[src/rtl/deq_pkg.sv]
// Shared types and constants of the double-ended queue.
// Depends on nothing; used by every module of the block.
package deq_pkg;

	// Request codes carried in the low bits of the input data.
	typedef enum logic [1:0] {
		OP_PUSH_FRONT = 2'd0,
		OP_PUSH_BACK  = 2'd1,
		OP_POP_BACK   = 2'd2,
		OP_POP_FRONT  = 2'd3
	} op_t;

	// Controller states.
	typedef enum logic {
		ST_IDLE = 1'b0,
		ST_RESP = 1'b1
	} state_t;

	// Commands from the controller to the datapath.
	typedef struct packed {
		logic exec;      // carry out the accepted request
		logic load_out;  // load the result into the output register
	} cmd_t;

	localparam int unsigned WORD_W  = 32;
	localparam int unsigned OP_W    = 2;
	localparam int unsigned FILL_W  = 5;
	localparam int unsigned IN_W    = 40;
	localparam int unsigned OUT_W   = 40;
	localparam int unsigned RES_W   = 1 + WORD_W + FILL_W;

endpackage

[src/rtl/deq_ctrl.sv]
// Controller of the double-ended queue: request handshake and result timing.
// Depends on deq_pkg.
module deq_ctrl (
	input  logic          clk,
	input  logic          arst_n,
	input  logic          s_tvalid,
	output logic          s_tready,
	output logic          m_tvalid,
	input  logic          m_tready,
	output deq_pkg::cmd_t cmd
);

	deq_pkg::state_t state_q, state_d;
	logic out_valid_q, out_valid_d;

	always_ff @(posedge clk or negedge arst_n) begin
		if (!arst_n) begin
			state_q     <= deq_pkg::ST_IDLE;
			out_valid_q <= 1'b0;
		end else begin
			state_q     <= state_d;
			out_valid_q <= out_valid_d;
		end
	end

	always_comb begin
		state_d      = state_q;
		cmd.exec     = 1'b0;
		cmd.load_out = 1'b0;
		s_tready     = 1'b0;
		case (state_q)
			deq_pkg::ST_IDLE: begin
				s_tready = 1'b1;
				if (s_tvalid) begin
					cmd.exec = 1'b1;
					state_d  = deq_pkg::ST_RESP;
				end
			end
			deq_pkg::ST_RESP: begin
				// The result waits here until the output register is free.
				if (!out_valid_q || m_tready) begin
					cmd.load_out = 1'b1;
					state_d      = deq_pkg::ST_IDLE;
				end
			end
			default: begin
				state_d = deq_pkg::ST_IDLE;
			end
		endcase
		if (cmd.load_out) begin
			out_valid_d = 1'b1;
		end else if (m_tready) begin
			out_valid_d = 1'b0;
		end else begin
			out_valid_d = out_valid_q;
		end
	end

	assign m_tvalid = out_valid_q;

endmodule

[src/rtl/deq_datapath.sv]
// Datapath of the double-ended queue: ring store, pointers, count and result register.
// Depends on deq_pkg; driven by deq_ctrl.
module deq_datapath #(
	parameter int unsigned DEPTH = 16
) (
	input  logic                       clk,
	input  logic                       arst_n,
	input  deq_pkg::cmd_t              cmd,
	input  logic [deq_pkg::IN_W-1:0]   s_tdata,
	output logic [deq_pkg::OUT_W-1:0]  m_tdata
);

	localparam int unsigned AW = $clog2(DEPTH);
	localparam int unsigned CW = $clog2(DEPTH + 1);
	localparam logic [AW-1:0] LAST = AW'(DEPTH - 1);
	localparam logic [CW-1:0] FULL = CW'(DEPTH);

	logic [deq_pkg::WORD_W-1:0] mem [DEPTH];

	logic [AW-1:0] front_q, back_q;
	logic [CW-1:0] count_q;
	logic [deq_pkg::WORD_W-1:0] rd_q;
	logic ok_q, pop_ok_q;
	logic [deq_pkg::RES_W-1:0] out_q;

	deq_pkg::op_t op;
	logic [deq_pkg::WORD_W-1:0] value;
	logic full, empty, do_push_front, do_push_back, do_pop_back, do_pop_front;
	logic mem_we, mem_re;
	logic [AW-1:0] front_prev, front_next, back_prev, back_next, wr_addr, rd_addr;
	logic [CW+deq_pkg::FILL_W-1:0] count_ext;
	logic [deq_pkg::WORD_W-1:0] popped;

	assign op    = deq_pkg::op_t'(s_tdata[deq_pkg::OP_W-1:0]);
	assign value = s_tdata[deq_pkg::OP_W +: deq_pkg::WORD_W];
	assign full  = (count_q == FULL);
	assign empty = (count_q == '0);

	assign front_prev = (front_q == '0)   ? LAST : front_q - AW'(1);
	assign front_next = (front_q == LAST) ? '0   : front_q + AW'(1);
	assign back_prev  = (back_q == '0)    ? LAST : back_q - AW'(1);
	assign back_next  = (back_q == LAST)  ? '0   : back_q + AW'(1);

	always_comb begin
		do_push_front = 1'b0;
		do_push_back  = 1'b0;
		do_pop_back   = 1'b0;
		do_pop_front  = 1'b0;
		case (op)
			deq_pkg::OP_PUSH_FRONT: do_push_front = cmd.exec && !full;
			deq_pkg::OP_PUSH_BACK:  do_push_back  = cmd.exec && !full;
			deq_pkg::OP_POP_BACK:   do_pop_back   = cmd.exec && !empty;
			deq_pkg::OP_POP_FRONT:  do_pop_front  = cmd.exec && !empty;
			default: begin
			end
		endcase
	end

	assign mem_we  = do_push_front || do_push_back;
	assign mem_re  = do_pop_back || do_pop_front;
	assign wr_addr = do_push_front ? front_prev : back_q;
	assign rd_addr = do_pop_back ? back_prev : front_q;

	always_ff @(posedge clk) begin
		if (mem_we) begin
			mem[wr_addr] <= value;
		end
		if (mem_re) begin
			rd_q <= mem[rd_addr];
		end
	end

	always_ff @(posedge clk or negedge arst_n) begin
		if (!arst_n) begin
			front_q <= '0;
			back_q  <= '0;
			count_q <= '0;
		end else begin
			if (do_push_front) begin
				front_q <= front_prev;
			end else if (do_pop_front) begin
				front_q <= front_next;
			end
			if (do_push_back) begin
				back_q <= back_next;
			end else if (do_pop_back) begin
				back_q <= back_prev;
			end
			if (mem_we) begin
				count_q <= count_q + CW'(1);
			end else if (mem_re) begin
				count_q <= count_q - CW'(1);
			end
		end
	end

	// Status of the request in flight, held until its result is loaded.
	always_ff @(posedge clk) begin
		if (cmd.exec) begin
			ok_q     <= mem_we || mem_re;
			pop_ok_q <= mem_re;
		end
	end

	assign count_ext = {{deq_pkg::FILL_W{1'b0}}, count_q};
	assign popped    = pop_ok_q ? rd_q : '0;

	always_ff @(posedge clk) begin
		if (cmd.load_out) begin
			out_q <= {count_ext[deq_pkg::FILL_W-1:0], popped, ok_q};
		end
	end

	assign m_tdata = {{(deq_pkg::OUT_W - deq_pkg::RES_W){1'b0}}, out_q};

endmodule

[src/rtl/double_ended_queue.sv]
// Top level of the bounded double-ended queue of 32-bit words.
// Depends on deq_pkg, deq_ctrl and deq_datapath.
//
//   Channel  Direction  Signals                      Contents
//   s_*      in         s_tvalid s_tready s_tdata    one request: op and push_value
//   m_*      out        m_tvalid m_tready m_tdata    one result: ok, popped_value, fill_count
//
// Each request is accepted in ST_IDLE, when the ring store is written or read and
// the pointers and count move; then, in ST_RESP, the registered read data and
// status go into the output register once that register is free.
// A new request is accepted while the previous result still waits in the output
// register; its own result then waits until that register is taken.
// Reset empties the queue at once; the store itself is never cleared, since only
// words written by a push can ever be popped.
module double_ended_queue #(
	parameter int unsigned DEPTH = 16
) (
	input  logic                       clk,
	input  logic                       arst_n,
	// Request channel.
	input  logic                       s_tvalid,
	output logic                       s_tready,
	// s_tdata, lowest bit up: op [1:0], push_value [33:2], zero pad [39:34].
	input  logic [deq_pkg::IN_W-1:0]   s_tdata,
	// Result channel.
	output logic                       m_tvalid,
	input  logic                       m_tready,
	// m_tdata, lowest bit up: ok [0], popped_value [32:1], fill_count [37:33],
	// zero pad [39:38].
	output logic [deq_pkg::OUT_W-1:0]  m_tdata
);

	// Commands from the controller tell the datapath when to execute a request
	// and when to load its result.
	deq_pkg::cmd_t cmd;

	deq_ctrl u_ctrl (
		.clk      (clk),
		.arst_n   (arst_n),
		.s_tvalid (s_tvalid),
		.s_tready (s_tready),
		.m_tvalid (m_tvalid),
		.m_tready (m_tready),
		.cmd      (cmd)
	);

	// The datapath holds the ring store, front and back pointers, word count and
	// output register. A refused push or pop leaves store, pointers, count alone.
	deq_datapath #(
		.DEPTH (DEPTH)
	) u_datapath (
		.clk     (clk),
		.arst_n  (arst_n),
		.cmd     (cmd),
		.s_tdata (s_tdata),
		.m_tdata (m_tdata)
	);

endmodule

[config.mk]
export PLATFORM = sky130hd
export DESIGN_NAME = double_ended_queue
export DESIGN_NICKNAME = d
export VERILOG_FILES = /design/src/rtl/deq_pkg.sv /design/src/rtl/deq_ctrl.sv /design/src/rtl/deq_datapath.sv /design/src/rtl/double_ended_queue.sv
export SDC_FILE = /design/constraint.sdc
export NUM_CORES = 1
export LEC_CHECK = 0
export BUFFER_PORTS_ARGS = -buffer_cell sky130_fd_sc_hd__buf_2
export CORE_MARGIN = 2
export CORE_UTILIZATION = 55
export CTS_CLUSTER_SIZE = 8
export DETAILED_ROUTE_END_ITERATION = 12
export GPL_ROUTABILITY_DRIVEN = 1
export GPL_TIMING_DRIVEN = 1
export PLACE_DENSITY_LB_ADDON = 0.25
export SYNTH_ARGS = -nofsm -noshare
export SYNTH_HDL_FRONTEND = slang
export SYNTH_SLANG_ARGS = --single-unit
[constraint.sdc]
create_clock -name clk -period 4.2 [get_ports clk]
set_input_delay 0.21 -clock clk [delete_from_list [all_inputs] [get_ports clk]]
set_output_delay 0.21 -clock clk [all_outputs]
set_load 0.01 [all_outputs]
==> key figures, run 1 <==
Worst setup path
  • Worst R2R Start: u_datapath.count_q[1]
  • Critical Path RT: 4600 ps
  • Worst path slowest cell: nor4_4
  • CP Buf/Inv Count: 1
  • Setup CP Type: reg -> reg
  • CP peak stage delay: 710 ps
  • Top cell family by delay on the critical path: compound AO/OA/AOI/OAI gates
  • Crit-path max FO: 51
  • Flop-to-flop setup slack: 660 ps
  • Reg2reg end: u_datapath.rd_q[9]
  • Worst-path cell chain: nor4_4 -> a21o_4 -> mux2_4 -> buf_4 -> a211oi_1 -> o32a_1 -> o311ai_1
  • Worst Reg-to-Reg Cells: 7
  • Setup crit start: u_datapath.count_q[1]
  • Worst Setup Start Kind: flip-flop
  • Crit end category: flip-flop
  • CP Data Arrival Time: 3940 ps

Synthesis
  • Synth top area cells: edfxtp_1 74%, a211oi_1 4.0%, o22ai_1 2.5%, and2_1 1.7%, dfrtp_1 1.6%
  • Post-Syn Area per Cell: 16.0 µm²
  • Synth Area in Adders: 0.00369
  • Synth Area in Compound Gates: 0.164
  • Synth Instances: 1483
  • Ys async rst share: 0.0250
  • Synth Area in Simple Gates: 0.0361
  • Synth Flop Type: edfxtp_1
  • EDFF count, synth: 584
  • Main combinational cell family by area after synthesis: compound AO/OA/AOI/OAI gates
  • Cell area after synthesis: 0.0237 mm²
  • Yosys warning count: 0
  • Register area share after synthesis: 0.754
  • Synth area leader: edfxtp_1
  • Yosys reg bits: 599
  • Top-area cell type share of the netlist area: 0.739
  • Mux cell area share after synthesis: 0.00501
  • XOR/XNOR Fraction of Synth Area: 0.00369
  • Netlist cell types: 64

Cells and area
  • Area of the multi-input gates: 0.00531 mm²
  • Synth-to-Final Area Change: 17.2%
  • Layout filler cell count: 2965
  • Register area: 0.0179 mm²
  • Final #Nets: 1669
  • Share of cells above drive strength 1: 0.163
  • Cell area after layout: 0.0278 mm²

Placement
  • Post-DP HPWL: 31400 µm
  • IO buf count: 77
  • Pre-CTS WS: 670 ps
  • Global placement routability congestion: 0.790
  • Placed Area: 0.0252 mm²

Floorplan
  • Ports: 86
  • Core ar.: 0.0429 mm²
  • Row count: 76
  • Die Ht: 212 µm
  • Width of the die: 212 µm
  • Starting Density: 0.554
  • Die area: 0.0448 mm²

Timing
  • Measured slew at the worst slew-check pin: 1280 ps
  • Final Setup Violations: 0
  • Worst setup margin: 661 ps
  • Crit path time final: 3540 ps
  • Hold_ws: 51.2 ps
  • RSZ-0062 raised after global routing: false
  • Layout Skew: 25.2 ps
  • Hold Fails Final Rpt: 0
  • Crit share post-route: 0.843
  • TNS Setup: 0 ps
  • Final Max Tran Viols: 0
  • Max-slew headroom: 0.137
  • Max Fclk: 283 MHz

Detailed routing
  • Met3 wire len: 4740 µm
  • M1 wire length: 23900 µm
  • Drt wl/cell: 26.6 µm
  • DR WL met2: 28800 µm
  • Vias per inst: 6.49
  • DR pass1 iterations: 8
  • Highest metal used: met5
  • Residual DRC: 0
  • Post-route ant nets: 0
  • Initial drt markers: 1589
  • Vias: 14395
  • Drt total wl: 59000 µm

Min path
  • Min-Delay Startpoint: s_tdata[0]
  • Worst hold path type: in -> reg
  • Worst Hold Depth: 3
  • Hold EP: u_datapath.back_q[0]

Power and ir drop
  • PD cells: 656 mW/mm²
  • Lkg Pwr: 9.13 nW
  • VDD IR max: 0.000370 V

Clock network
  • Post-CTS Setup Inserts: 0
  • Clk_lat worst skew: 600 ps
  • Root Driver: clkbuf_16
  • Clock buffer depth: 3
  • CTS buffer count: 85
  • Cts hold-fix bufs: 34
  • Clk slew on worst S/H paths: 50 ps
  • CTS tree: done
  • CTS H-tree lvls: 3
  • CTS sink cnt: 599
  • Post-CTS sizing: 0

Global route
  • First-pass GRT wire length: 88400 µm
  • Initial antenna violation count: 3
  • Total gr overflow: 0
  • Largest net degree at the start of global routing: 73
  • Vias in the first global route: 14351
  • Total Routing Usage GR: 0.269

Flow run
  • MaxCap Viol Count: 0

Run status
  • Status: completed
[final cells by class]
class	count	area share
Inverter	73	0.00984
Multi-Input combinational cell	693	0.191
Clock buffer	97	0.0814
Sequential cell	599	0.644
Timing Repair Buffer	166	0.0463
Clock inverter	4	0.00180
Antenna cell	2	0.000180
Tap cell	585	0.0263
[cells by family after synthesis]
kind of cell | Yosys count
buf+inv | 192
fa+ha+maj | 7
compound gates | 507
other cells | 1
mux | 11
flops | 599
xor+xnor | 10
simple gates | 156
[synthesized netlist by cell type, drive strengths merged, types with 6 or more instances]
master	n
edfxtp	584
a211oi	127
o22ai	94
clkbuf	78
inv	72
and2	65
buf	41
nand2	34
a21boi	33
o221ai	33
o32a	33
o311ai	32
a2bb2oi	31
o21a	31
o32ai	31
nor2	27
o21ai	19
dfrtp	15
a21oi	13
mux2i	10
ha	7
nand2b	6
nand3	6
xnor2	6
[cells in the final DEF, fill, tap and decap left out, types with 12 or more instances in the layout]
master / Yosys / final
a211oi_1: 127 / 126
a21boi_0: 32 / 32
a2bb2oi_1: 31 / 31
and2_1: 64 / 63
buf_12: 0 / 12
buf_2: 34 / 77
buf_4: 5 / 43
clkbuf_16: 0 / 89
dfrtp_1: 15 / 14
dlygate4sd3_1: 0 / 34
edfxtp_1: 584 / 584
inv_1: 72 / 72
nand2_1: 34 / 34
nor2_4: 0 / 17
o21a_1: 31 / 31
o21ai_0: 18 / 18
o221ai_1: 33 / 33
o22ai_1: 94 / 94
o311ai_1: 31 / 31
o32a_1: 33 / 31
o32ai_1: 31 / 31
[worst reg2reg max path: cells and delay by family (launching register included)]
kind | cells | cell delay (ps)
compound gates | 4 | 990
buf+inv | 1 | 490
flops | 1 | 450
mux | 1 | 700
simple gates | 1 | 710
[report_power, final]
| group | internal, mW | leakage, nW | total, mW | switching, mW |
|---|---|---|---|---|
| Sequential | 7.10 | 5.47 | 7.31 | 0.213 |
| Combinational | 1.72 | 2.53 | 4.92 | 3.20 |
| Clock | 3.73 | 1.13 | 6.03 | 2.30 |
| Total | 12.6 | 9.13 | 18.3 | 5.71 |
[per-layer routing]
| metal | global-route usage | vias up |
|---|---|---|
| li1 | - | 6291 |
| met1 | 0.364 | 7293 |
| met2 | 0.437 | 693 |
| met3 | 0.0501 | 116 |
| met4 | 0.106 | 2 |
| met5 | 0 | - |
[worst max-delay path by stage]
stage	end	slack [ps]	cells past startpoint
global route	u_datapath.mem[11][4]	380	7
global placement	u_datapath.rd_q[9]	720	7
CTS	u_datapath.rd_q[9]	650	7
detailed placement	u_datapath.rd_q[0]	670	7
floorplan	u_datapath.mem[0][0]	340	9
finish	u_datapath.rd_q[9]	660	7
[through the flow]
stage          utilization  total power [mW]  instances
2_1_floorplan            -              10.5       1484
3_3_place_gp         0.587              12.1       2082
3_5_place_dp         0.587              12.2       2082
4_1_cts              0.649              18.3       2217
5_1_grt              0.649              19.0       2219
6_report             0.649              18.3       2219
[state kept, by name, indices dropped and copies added (netlist names)]
signal	flops
u_datapath.mem	512
u_datapath.out_q	38
u_datapath.rd_q	32
u_datapath.count_q	5
u_datapath.back_q	4
u_datapath.front_q	4
u_ctrl.m_tvalid	1
u_ctrl.state_q	1
u_datapath.ok_q	1
u_datapath.pop_ok_q	1
Note: power is estimated with default switching activity, not from simulation.
==> run 2: changes to the inputs <==
- ABC_AREA: not set -> 1
- clock period: 4.2 -> 3 ns (I/O delays scaled with it)
==> key figures, run 2 <==
Synthesis
  • Synth Flop Type: edfxtp_1
  • Synth Instances: 2428 (+64%)
  • EDFF count, synth: 584 (unchanged)
  • Cell area after synthesis: 0.0262 mm² (+10%)
  • Synth area leader: edfxtp_1
  • Register area share after synthesis: 0.684 (-0.0700)
  • Yosys reg bits: 599 (unchanged)
  • Most frequent cell after synthesis: nand3_1
  • Post-Syn Area per Cell: 10.8 µm² (-33%)
  • Yosys warning count: 0 (unchanged)
  • Ys async rst share: 0.0250 (unchanged)
  • Synth top area cells: edfxtp_1 67%, nand3_1 12%, inv_1 7.4%, nand2_1 5.8%, buf_2 1.9%
  • Netlist cell types: 32 (-50%)
  • Top-area cell type share of the netlist area: 0.670 (-0.0685)
  • Top post-synthesis cells by count: 620 x nand3_1, 584 x edfxtp_1, 513 x inv_1

Cells and area
  • Top reg by flops: u_datapath.mem
  • Final #Nets: 2627 (+57%)
  • Max reg flops: 512 (unchanged)
  • Cell area after layout: 0.0306 mm² (+9.8%)
  • Non-Filler Instances: 3199 (+44%)
  • Share of cells above drive strength 1: 0.106 (-0.0565)
  • Biggest regs: u_datapath.mem: 512 flops, u_datapath.out_q: 38 flops, u_datapath.rd_q: 32 flops
  • Register area: 0.0179 mm² (about the same)
  • Most frequent cells in the layout: 619 x nand3_1, 584 x edfxtp_1, 513 x inv_1
  • Area of the multi-input gates: 0.00589 mm² (+11%)
  • ANT cells: 0 (-2)
  • Synth-to-Final Area Change: 16.8%
  • Commonest non-fill, non-tap cell in the layout: nand3_1
  • Final Util: 0.654 (+0.00473)
  • Layout filler cell count: 3414 (+15%)

Timing
  • Crit share post-route: 0.935 (+0.0918)
  • Crit path time final: 2800 ps (-736 ps)
  • Final Max Tran Viols: 0 (unchanged)
  • Final Setup Violations: 0 (unchanged)
  • Hold_ws: 363 ps (+312 ps)
  • Hold Fails Final Rpt: 0 (unchanged)
  • Max-slew headroom: 0.390 (+0.253)
  • Measured slew at the worst slew-check pin: 907 ps (-374 ps)
  • Layout Skew: 17.4 ps (-7.80 ps)
  • Max Fclk: 357 MHz (+26%)
  • RSZ-0062 raised after global routing: true

Clock network
  • CTS H-tree lvls: 3 (unchanged)
  • Clock buffer depth: 3 (unchanged)
  • CTS sink cnt: 599 (unchanged)
  • CTS tree: done
  • Clk_lat worst skew: 610 ps (about the same)
  • Root Driver: clkbuf_16
  • CTS buffer count: 84 (-1.2%)
  • Clk slew on worst S/H paths: 50 ps (about the same)

Detailed routing
  • Vias per inst: 5.65 (-13%)
  • DR pass1 iterations: 7 (-1)
  • Drt wl/cell: 20.3 µm (-24%)
  • Residual DRC: 0 (unchanged)
  • Vias: 18067 (+26%)
  • Initial drt markers: 1875 (+18%)
  • Post-route ant nets: 0 (unchanged)
  • Drt total wl: 65000 µm (+10%)

Worst setup path
  • Crit-path max FO: 24 (-53%)
  • Worst Setup Start Kind: flip-flop
  • CP Data Arrival Time: 3090 ps (-850 ps)
  • Setup CP Type: reg -> reg
  • Critical Path RT: 3290 ps (-1310 ps)
  • Crit end category: flip-flop

Placement
  • Global placement routability congestion: 0.799 (+1.1%)
  • Placed Area: 0.0279 mm² (+11%)
  • Post-DP HPWL: 34200 µm (+8.9%)
  • IO buf count: 77 (unchanged)
  • Inst Count DP: 3053 (+47%)

Floorplan
  • Starting Density: 0.560 (+0.00615)
  • Die area: 0.0493 mm² (+10%)
  • Ports: 86 (unchanged)
  • Width of the die: 222 µm (+4.9%)
  • Core ar.: 0.0468 mm² (+9.0%)
  • Row count: 79 (+3.9%)
  • Die Ht: 222 µm (+4.9%)

Global route
  • Initial antenna violation count: 0 (-3)
  • Total gr overflow: 0 (unchanged)
  • First-pass GRT wire length: 100000 µm (+13%)
  • Largest net degree at the start of global routing: 97 (+33%)
  • Total Routing Usage GR: 0.266 (-0.00296)
  • Vias in the first global route: 18082 (+26%)

Power and ir drop
  • Lkg Pwr: 13.0 nW (+42%)
  • Pwr Total: 27.9 mW (+53%)
  • VDD IR max: 0.000602 V (+63%)
  • PD cells: 912 mW/mm² (+39%)

Flow run
  • MaxCap Viol Count: 0 (unchanged)

Run status
  • Status: completed

Min path
  • Worst hold path type: in -> reg
==> run 2: cell type report <==
type | count | area share
Sequential cell | 599 | 0.586
Multi-Input combinational cell | 1183 | 0.193
Clock buffer | 98 | 0.0719
Inverter | 517 | 0.0636
Timing Repair Buffer | 191 | 0.0594
Tap cell | 607 | 0.0248
Clock inverter | 4 | 0.00176
==> run 2: power by group <==
group / total (mW) / internal, mW / leakage (nW) / switching [mW]
logic: 9.21 / 2.91 / 6.40 / 6.30
clock network: 8.32 / 5.07 / 1.10 / 3.25
registers: 10.4 / 10.1 / 5.47 / 0.257
==> run 2: per-layer routing <==
| metal | track usage | share of wire | routed length, µm |
|---|---|---|---|
| met5 | 0 | 0 | 0 |
| met1 | 0.358 | 0.41 | 26500 |
| met2 | 0.435 | 0.48 | 30900 |
| met4 | 0.111 | 0.028 | 1830 |
| met3 | 0.0439 | 0.089 | 5760 |
==> run 2: stage by stage <==
| step | setup TNS, ps | worst slack, ps |
|---|---|---|
| after floorplan | -100460 | -277 |
| after global placement | 0 | 318 |
| after detailed placement | 0 | 215 |
| after CTS | 0 | 183 |
| after global routing | 0 | 5.75 |
| final | 0 | 196 |
==> run 2: critical path: stages, from the launching register on <==
cell,delay [ps]
dfrtp_1,480
inv_1,200
ha_1,240
nand2_1,60
nor2_1,60
o21ai_0,270
o21ai_0,230
inv_1,140
nand2_1,270
nor2_4,250
buf_12,250
==> run 2: kinds of logic (layout without fill, tap and decap cells) <==
family,count (synthesis),in the layout,share of synthesized area
flops,599,599,0.684
compound gates,35,35,0.00755
other cells,1,2,0.000143
fa+ha+maj,7,7,0.00335
buf+inv,647,810,0.0982
simple gates,1133,1133,0.204
xor+xnor,6,6,0.00201
==> run 2: path summary, 6_finish.rpt <==
kind / slack (ps) / end / cells past startpoint / startpoint
max: 200 / u_datapath.mem[0][22] / 10 / u_datapath.front_q[0]
min in group asynchronous: 490 / u_datapath.count_q[1] / 3 / arst_n
min reg2reg: 440 / u_datapath.out_q[0] / 0 / u_datapath.ok_q
min: 360 / u_ctrl.m_tvalid / 5 / m_tready
max reg2reg: 200 / u_datapath.mem[0][22] / 10 / u_datapath.front_q[0]
max in group asynchronous: 1550 / u_datapath.back_q[1] / 4 / arst_n
==> run 2: timing repair <==
item / 4_1_cts / 5_1_grt
buffers inserted: 0 / 4
resized for setup: 0 / 1
hold buffers: 40 / 0
setup endpoints to repair: 0 / 166
endpoints found under the hold margin: 533 / 0
==> run 3: changes to the inputs <==
- ABC_AREA: 1 -> not set
- CORE_ASPECT_RATIO: not set -> 1.2
- PLACE_DENSITY: not set -> 0.86
- PLACE_DENSITY_LB_ADDON: 0.25 -> not set
==> key figures, run 3 (synthesis results as in run 1) <==
Power and ir drop
  • Switching power: 8.76 mW (-11%)
  • Seq pwr share: 0.382 (+0.011)
  • VDD IR max: 0.000539 V (-10%)
  • Sw frac: 0.328 (-0.0235)
  • Lkg Pwr: 9.49 nW (-27%)
  • Comb power frac: 0.299 (-0.031)
  • Clk pwr share: 0.319 (+0.021)
  • Power Internal: 17.9 mW (-0.81%)
  • PD cells: 933 mW/mm² (+2.3%)

Timing
  • Crit share post-route: 0.994 (+0.0591)
  • Layout Skew: 26.2 ps (+8.79 ps)
  • Hold Fails Final Rpt: 0 (unchanged)
  • Worst setup margin: 19.2 ps (-177 ps)
  • Max-slew headroom: 0.526 (+0.135)
  • Final Max Tran Viols: 0 (unchanged)
  • Crit path time final: 2980 ps (+177 ps)
  • TNS Setup: 0 ps (unchanged)
  • Measured slew at the worst slew-check pin: 709 ps (-197 ps)
  • Final Setup Violations: 0 (unchanged)
  • Hold_ws: 11.3 ps (-352 ps)
  • Max Fclk: 335 MHz (-5.9%)
  • RSZ-0062 raised after global routing: true

Floorplan
  • Row count: 83 (+5.1%)
  • Die area: 0.0449 mm² (-9.1%)
  • Die Ht: 232 µm (+4.3%)
  • Width of the die: 194 µm (-13%)
  • Starting Density: 0.556 (-0.00350)
  • Ports: 86 (unchanged)
  • Core ar.: 0.0427 mm² (-8.7%)

Worst setup path
  • Setup CP Type: reg -> reg
  • Worst Setup Start Kind: flip-flop
  • Crit end category: flip-flop
  • Crit-path max FO: 20 (-17%)
  • CP Data Arrival Time: 3330 ps (+240 ps)
  • Critical Path RT: 3350 ps (+60 ps)

Global route
  • Largest net degree at the start of global routing: 64 (-34%)
  • Total gr overflow: 0 (unchanged)
  • Initial antenna violation count: 1 (+1)
  • Total Routing Usage GR: 0.296 (+0.0299)
  • Vias in the first global route: 16114 (-11%)
  • First-pass GRT wire length: 98800 µm (-1.5%)

Detailed routing
  • Residual DRC: 0 (unchanged)
  • Drt wl/cell: 30.3 µm (+49%)
  • Initial drt markers: 2741 (+46%)
  • Vias: 16171 (-10%)
  • Vias per inst: 7.21 (+28%)
  • Drt total wl: 68000 µm (+4.7%)
  • Post-route ant nets: 0 (unchanged)
  • DR pass1 iterations: 7 (unchanged)

Clock network
  • Clk_lat worst skew: 630 ps (+20 ps)
  • CTS H-tree lvls: 3 (unchanged)
  • Root Driver: clkbuf_16
  • CTS buffer count: 84 (unchanged)
  • Clk slew on worst S/H paths: 50 ps (about the same)
  • Clock buffer depth: 3 (unchanged)
  • CTS sink cnt: 599 (unchanged)
  • CTS tree: done

Cells and area
  • Final #Nets: 1722 (-34%)
  • Biggest regs: u_datapath.mem: 512 flops, u_datapath.out_q: 38 flops, u_datapath.rd_q: 32 flops
  • Final Util: 0.670 (+0.0161)
  • Register area: 0.0179 mm² (about the same)
  • Top reg by flops: u_datapath.mem
  • Share of cells above drive strength 1: 0.193 (+0.0862)
  • ANT cells: 0 (unchanged)
  • Synth-to-Final Area Change: 20.4%
  • Layout filler cell count: 2422 (-29%)
  • Commonest non-fill, non-tap cell in the layout: edfxtp_1
  • Max reg flops: 512 (unchanged)
  • Most frequent cells in the layout: 584 x edfxtp_1, 121 x a211oi_1, 94 x o22ai_1
  • Non-Filler Instances: 2244 (-30%)
  • Area of the multi-input gates: 0.00535 mm² (-9.0%)

Placement
  • Post-DP HPWL: 34600 µm (+1.1%)
  • IO buf count: 77 (unchanged)
  • Global placement routability congestion: 0.865 (+8.3%)
  • Inst Count DP: 2098 (-31%)
  • Pre-CTS WS: -11.3 ps (-226 ps)

Flow run
  • MaxCap Viol Count: 0 (unchanged)

Min path
  • Worst hold path type: in -> reg

Run status
  • Status: completed
[run 3: area by class of cell]
cell class                 instances  area share
inverter                          73     0.00963
multi-input combinational        693       0.187
clock buffer                     100      0.0756
clock inverter                     7     0.00543
sequential                       599       0.626
timing repair buffer             220      0.0715
tap                              552      0.0242
[run 3: power by group through the flow]
| stage | registers [mW] | logic (mW) | clock network (mW) |
|---|---|---|---|
| 6_report | 10.2 | 7.98 | 8.50 |
| 5_1_grt | 10.2 | 8.21 | 8.85 |
| 4_1_cts | 10.2 | 7.54 | 8.47 |
| 3_5_place_dp | 10.3 | 7.25 | 0 |
| 3_3_place_gp | 10.3 | 6.96 | 0 |
| 2_1_floorplan | 10.3 | 4.41 | 0 |
[run 3: what timing repair did]
action,in CTS,in global routing
hold endpoints to repair,529,0
gates resized for setup,3,11
endpoints found under the setup margin,30,35
setup buffers,1,2
pin swaps,1,1
hold buffers,36,0
[run 3: per-layer routing]
layer | global-route usage | vias up | routed length, µm
li1 | - | 6377 | -
met1 | 0.360 | 7785 | 22300
met2 | 0.476 | 1641 | 32400
met3 | 0.0760 | 366 | 9080
met4 | 0.190 | 2 | 4290
met5 | 0 | - | 13
[run 3: worst paths after layout]
check	from	cells past startpoint	slack [ps]	endpoint
hold / removal	s_tdata[0]	3	10	u_datapath.back_q[1]
min in group asynchronous	arst_n	3	660	u_datapath.count_q[0]
max in group asynchronous	arst_n	3	1840	u_datapath.front_q[0]
hold reg to reg	u_datapath.ok_q	0	420	u_datapath.out_q[0]
setup reg to reg	u_datapath.back_q[1]	10	20	u_datapath.rd_q[3]
setup / recovery	u_datapath.back_q[1]	10	20	u_datapath.rd_q[3]
[run 3: per-stage QoR]
stage / total power [mW] / instance area (µm²)
2_1_floorplan: 14.7 / 23800
3_3_place_gp: 17.3 / 25800
3_5_place_dp: 17.6 / 25800
4_1_cts: 26.2 / 28500
5_1_grt: 27.3 / 28600
6_report: 26.7 / 28600
[run 3: critical path: stages, from the launching register on]
cell      delay [ps]
dfrtp_1          380
inv_1            100
ha_1             190
or3b_1           420
a221oi_4         240
buf_4            210
buf_4            310
a211oi_1         120
a211oi_1         360
o32a_1           240
o311ai_1         110
